## src/rtl/core/picb_mul.sv

```systemverilog
`default_nettype none

module picb_mul #(
  parameter int A_WIDTH = 32,
  parameter int B_WIDTH = 32
) (
  input  logic                       clk,
  input  logic [A_WIDTH-1:0]         a,
  input  logic [B_WIDTH-1:0]         b,
  output logic [A_WIDTH+B_WIDTH-1:0] p
);

  localparam int AL = (A_WIDTH + 1) / 2;
  localparam int AH = A_WIDTH - AL;
  localparam int BL = (B_WIDTH + 1) / 2;
  localparam int BH = B_WIDTH - BL;
  localparam int PW = A_WIDTH + B_WIDTH;

  logic [AL+BL-1:0] p_ll;
  logic [AL+BH-1:0] p_lh;
  logic [AH+BL-1:0] p_hl;
  logic [AH+BH-1:0] p_hh;

  // partial products, then their sum
  always_ff @(posedge clk) begin
    p_ll <= a[AL-1:0] * b[BL-1:0];
    p_lh <= a[AL-1:0] * b[B_WIDTH-1:BL];
    p_hl <= a[A_WIDTH-1:AL] * b[BL-1:0];
    p_hh <= a[A_WIDTH-1:AL] * b[B_WIDTH-1:BL];
    p <= PW'(p_ll) + (PW'(p_lh) << BL) + (PW'(p_hl) << AL) + (PW'(p_hh) << (AL + BL));
  end

endmodule

`default_nettype wire

```

## config.mk

```make
export PLATFORM = sky130hd
export DESIGN_NAME = picb_mul
export DESIGN_NICKNAME = d
export VERILOG_FILES = /design/src/rtl/core/picb_mul.sv
export SDC_FILE = /design/constraint.sdc
export NUM_CORES = 2
export LEC_CHECK = 0
export BUFFER_PORTS_ARGS = -buffer_cell sky130_fd_sc_hd__buf_4
export CAP_MARGIN = 0
export CORE_AREA = 2 2 330 332
export DETAILED_ROUTE_END_ITERATION = 10
export DIE_AREA = 0 0 332 334
export GPL_TIMING_DRIVEN = 0
export PLACE_DENSITY_LB_ADDON = 0.3
export SYNTH_ARGS = -nofsm -noshare
export SYNTH_HDL_FRONTEND = slang
export SYNTH_SLANG_ARGS = --single-unit
export TNS_END_PERCENT = 50
```

## constraint.sdc

```tcl
create_clock -name clk -period 8.2 [get_ports clk]
set_input_delay 0.82 -clock clk [delete_from_list [all_inputs] [get_ports clk]]
set_output_delay 0.82 -clock clk [all_outputs]
set_load 0.05 [all_outputs]
```

==> reports/qor.yml <==
logic_synthesis:
  synth_flop_cell: "dfxtp_1"
  synth_async_sr_flop_share_pct: 0
  post-synth-top-area-fraction_pct: 40.1
  synth_cells: 4479
  synth.net_count: 5801
  netlist-cell-type-count: 67
  synth.yosys.warnings: 0
  total_of_flip_flops_plus_latches_after_synthesis: 192
  synth_seq_area_share_pct: 9.51
  synth_edf_count: 0
  post_synth_main_area_contributors: "fa_1, ha_1, dfxtp_1"
  combined_area_of_all_synthesized_cells_um2: 40400
  yosys.cell_count.top_type: "inv_1"
  synth_common_cells: "inv_1, fa_1, nand2_1"
  synth_top_area_cell: "fa_1"
  avgSynthCellArea_um2: 9.03
floorplanning:
  die-area_um2: 111000
  design.core.area_um2: 108000
  std_cell_rows: 121
  pin_count: 129
  fp.dieH_um: 334
  dieWidth_um: 332
  initial_cell_density_of_the_core_pct: 37.5
clock_tree:
  clk_pin_slew_ps: 90
  postCtsSetupRepairBufs: 0
  clock_tree_from_tritoncts: "yes"
  cts_hold_buf: 0
  cts_max_level: 4
  numClockSinks: 192
  cts_root_buf: "clkbuf_16"
  cts_buffers: 17
  cts_resized: 0
  clockBufferDepth: 2
  clkLatencyLatePin_ps: 520
flow_run:
  max-cap-violations: 0
timing:
  grt_setup_unrepaired: "false"
  final_setup_tns_ps: 0
  final-setup-viol-count: 0
  slew_viol_final: 0
  fmax_mhz: 133
  timing.slew.headroom_pct: 20.8
  fin_crit_ps: 7520
  count_of_final_hold_check_violations: 0
  layout_worst_path_cycle_share_pct: 91.7
  skew_ps: 24.0
  transition_time_at_the_pin_with_the_least_slew_margin_ps: 1190
detailed_routing:
  vias: 31131
  routed_wirelength_um: 132000
  drcViolationCount: 0
  drt_pass1_iterations: 7
  routed_wire_length_per_instance_um: 21.8
  routed_via_density: 5.14
  antenna_left: 0
  drt_iter0_markers: 2258
setup_path:
  worst-endpoint-required_ps: 8610
  r2r_cells: 12
  arrival_ps: 7930
  path_cells: "buf_4, clkbuf_1, nand2_1, fa_1, fa_1, fa_1, fa_1, inv_1, fa_1, inv_1, fa_1, inv_1, ha_1, a211o_1, a2111oi_0, o21ai_1, a211oi_2, o211ai_1, a21oi_1, xnor2_1"
  worst-setup-path-type: "primary input to flip-flop"
  worst_r2r_endpoint: "p[63]$_DFF_P_"
  critical_path.slowest_cell: "clkbuf_1"
  timing.critical_path.to_type: "flip-flop"
  startpoint: "a[26]"
  worst_r2r_startpoint: "p_ll[17]$_DFF_P_"
  termination_of_the_worst_setup_path: "p_hl[26]$_DFF_P_"
  critical-path-top-cell-by-count: "fa_1"
  worstSetupStartpointType: "primary input"
  critPathMaxFanout: 10
  r2r_setup_slack_ps: 4370
  worst_path_largest_cell_delay_ps: 770
placed_design:
  place.port_buffers: 128
  hpwl_um: 110000
  routabilityCongestion: 0.967
global_routing:
  grt_overflow_total: 0
  grt_pass1_wl_um: 202000
  grt_util_all_layers_pct: 24.6
  largest_net_degree_at_the_start_of_global_routing: 25
  grt_pass1_vias: 33068
  grt_antenna_before_repair: 21
final_layout:
  final_net_count: 5948
  area_growth_pct: 8.39
  layout-drive-gt1-share_pct: 3.86
min_path:
  min_path_type: "flip-flop to flip-flop"
  hp-start: "p_ll[9]$_DFF_P_"
outcome:
  status: "completed"
worst min path at each step:
stage | end | slack, ps | cells after the start
floorplan | p[0]$_DFF_P_ | 310 | 0
global route | p[9]$_DFF_P_ | 330 | 0
finish | p[9]$_DFF_P_ | 320 | 0
detailed placement | p[9]$_DFF_P_ | 310 | 0
CTS | p[9]$_DFF_P_ | 330 | 0
global placement | p[11]$_DFF_P_ | 310 | 0
worst max-delay path, delay by kind of cell:
family | cells | cell delay, ps
AOI/OAI and AO/OA | 6 | 2330
buffers and inverters | 5 | 1010
adders and majority gates | 7 | 3410
and+or+nand+nor | 1 | 180
xor gates and xnor gates | 1 | 180
sequential cells by signal, indices dropped and copies added, names as in the netlist:
| name | cells |
|---|---|
| p_hh | 32 |
| p_ll | 32 |
| p_lh | 32 |
| p | 64 |
| p_hl | 32 |
stage by stage:
stage               cells  worst slack, ps  utilization [%]  hold WS, ps  instance area (um^2)
floorplan            4479             1770                -          310                 40400
global placement     6021              212             40.0          310                 43200
detailed placement   6021              211             40.0          312                 43200
CTS                  6053              759             40.6          325                 43800
global route         6054              427             40.6          334                 43800
finish               6057              679             40.7          325                 43800
logic make-up (layout without fill, tap and decap cells):
| kind of cell | count (synthesis) | in the layout | synth area share, % |
|---|---|---|---|
| AOI/OAI and AO/OA | 402 | 402 | 6.52 |
| xor gates and xnor gates | 151 | 151 | 3.27 |
| adders and majority gates | 1257 | 1257 | 53.9 |
| buffers and inverters | 1149 | 1309 | 10.7 |
| DFF | 192 | 192 | 9.51 |
| muxes | 1 | 1 | 0.0248 |
| other | 0 | 4 | 0 |
| and+or+nand+nor | 1327 | 1327 | 16.1 |
layout make-up:
class / instances / area, um^2
fill: 10987 / 64000
multi-input combinational: 3138 / 32300
sequential: 192 / 3840
inverter: 949 / 3560
tap: 1414 / 1770
timing repair buffer: 128 / 961
buffer: 200 / 756
clock buffer: 17 / 425
clock inverter: 15 / 225
antenna: 4 / 10.0
metal layers:
layer  track usage [%]  routed length, um  vias up
li1                  -                  -    13790
met1              31.4              54100    15820
met2              40.0              60000     1238
met3              5.72              11400      261
met4              10.7               6310       22
met5                 0                140        -
cell usage in the layout (no fill, tap or decap), drive strengths merged, types with 5 or more instances in the layout:
master | netlist | final
o21bai | 17 | 17
nand2b | 19 | 19
or3 | 8 | 8
o31ai | 11 | 11
a21oi | 130 | 130
nor2b | 8 | 8
o21a | 21 | 21
fa | 809 | 809
clkbuf | 198 | 215
or2 | 5 | 5
ha | 448 | 448
o21ai | 62 | 62
xnor2 | 93 | 93
and2 | 481 | 481
a211oi | 20 | 20
a31oi | 9 | 9
buf | 2 | 130
nand3 | 32 | 32
nor2 | 78 | 78
nor3 | 25 | 25
a21o | 64 | 64
xor2 | 58 | 58
clkinv | 0 | 5
a21boi | 6 | 6
and3 | 11 | 11
dfxtp | 192 | 192
nor3b | 8 | 8
nand2 | 627 | 627
nand4 | 12 | 12
inv | 949 | 959
o221ai | 5 | 5
o211ai | 10 | 10
Power is not shown: default switching activity piles up to over one toggle a cycle in this logic, so the estimate is an artifact.
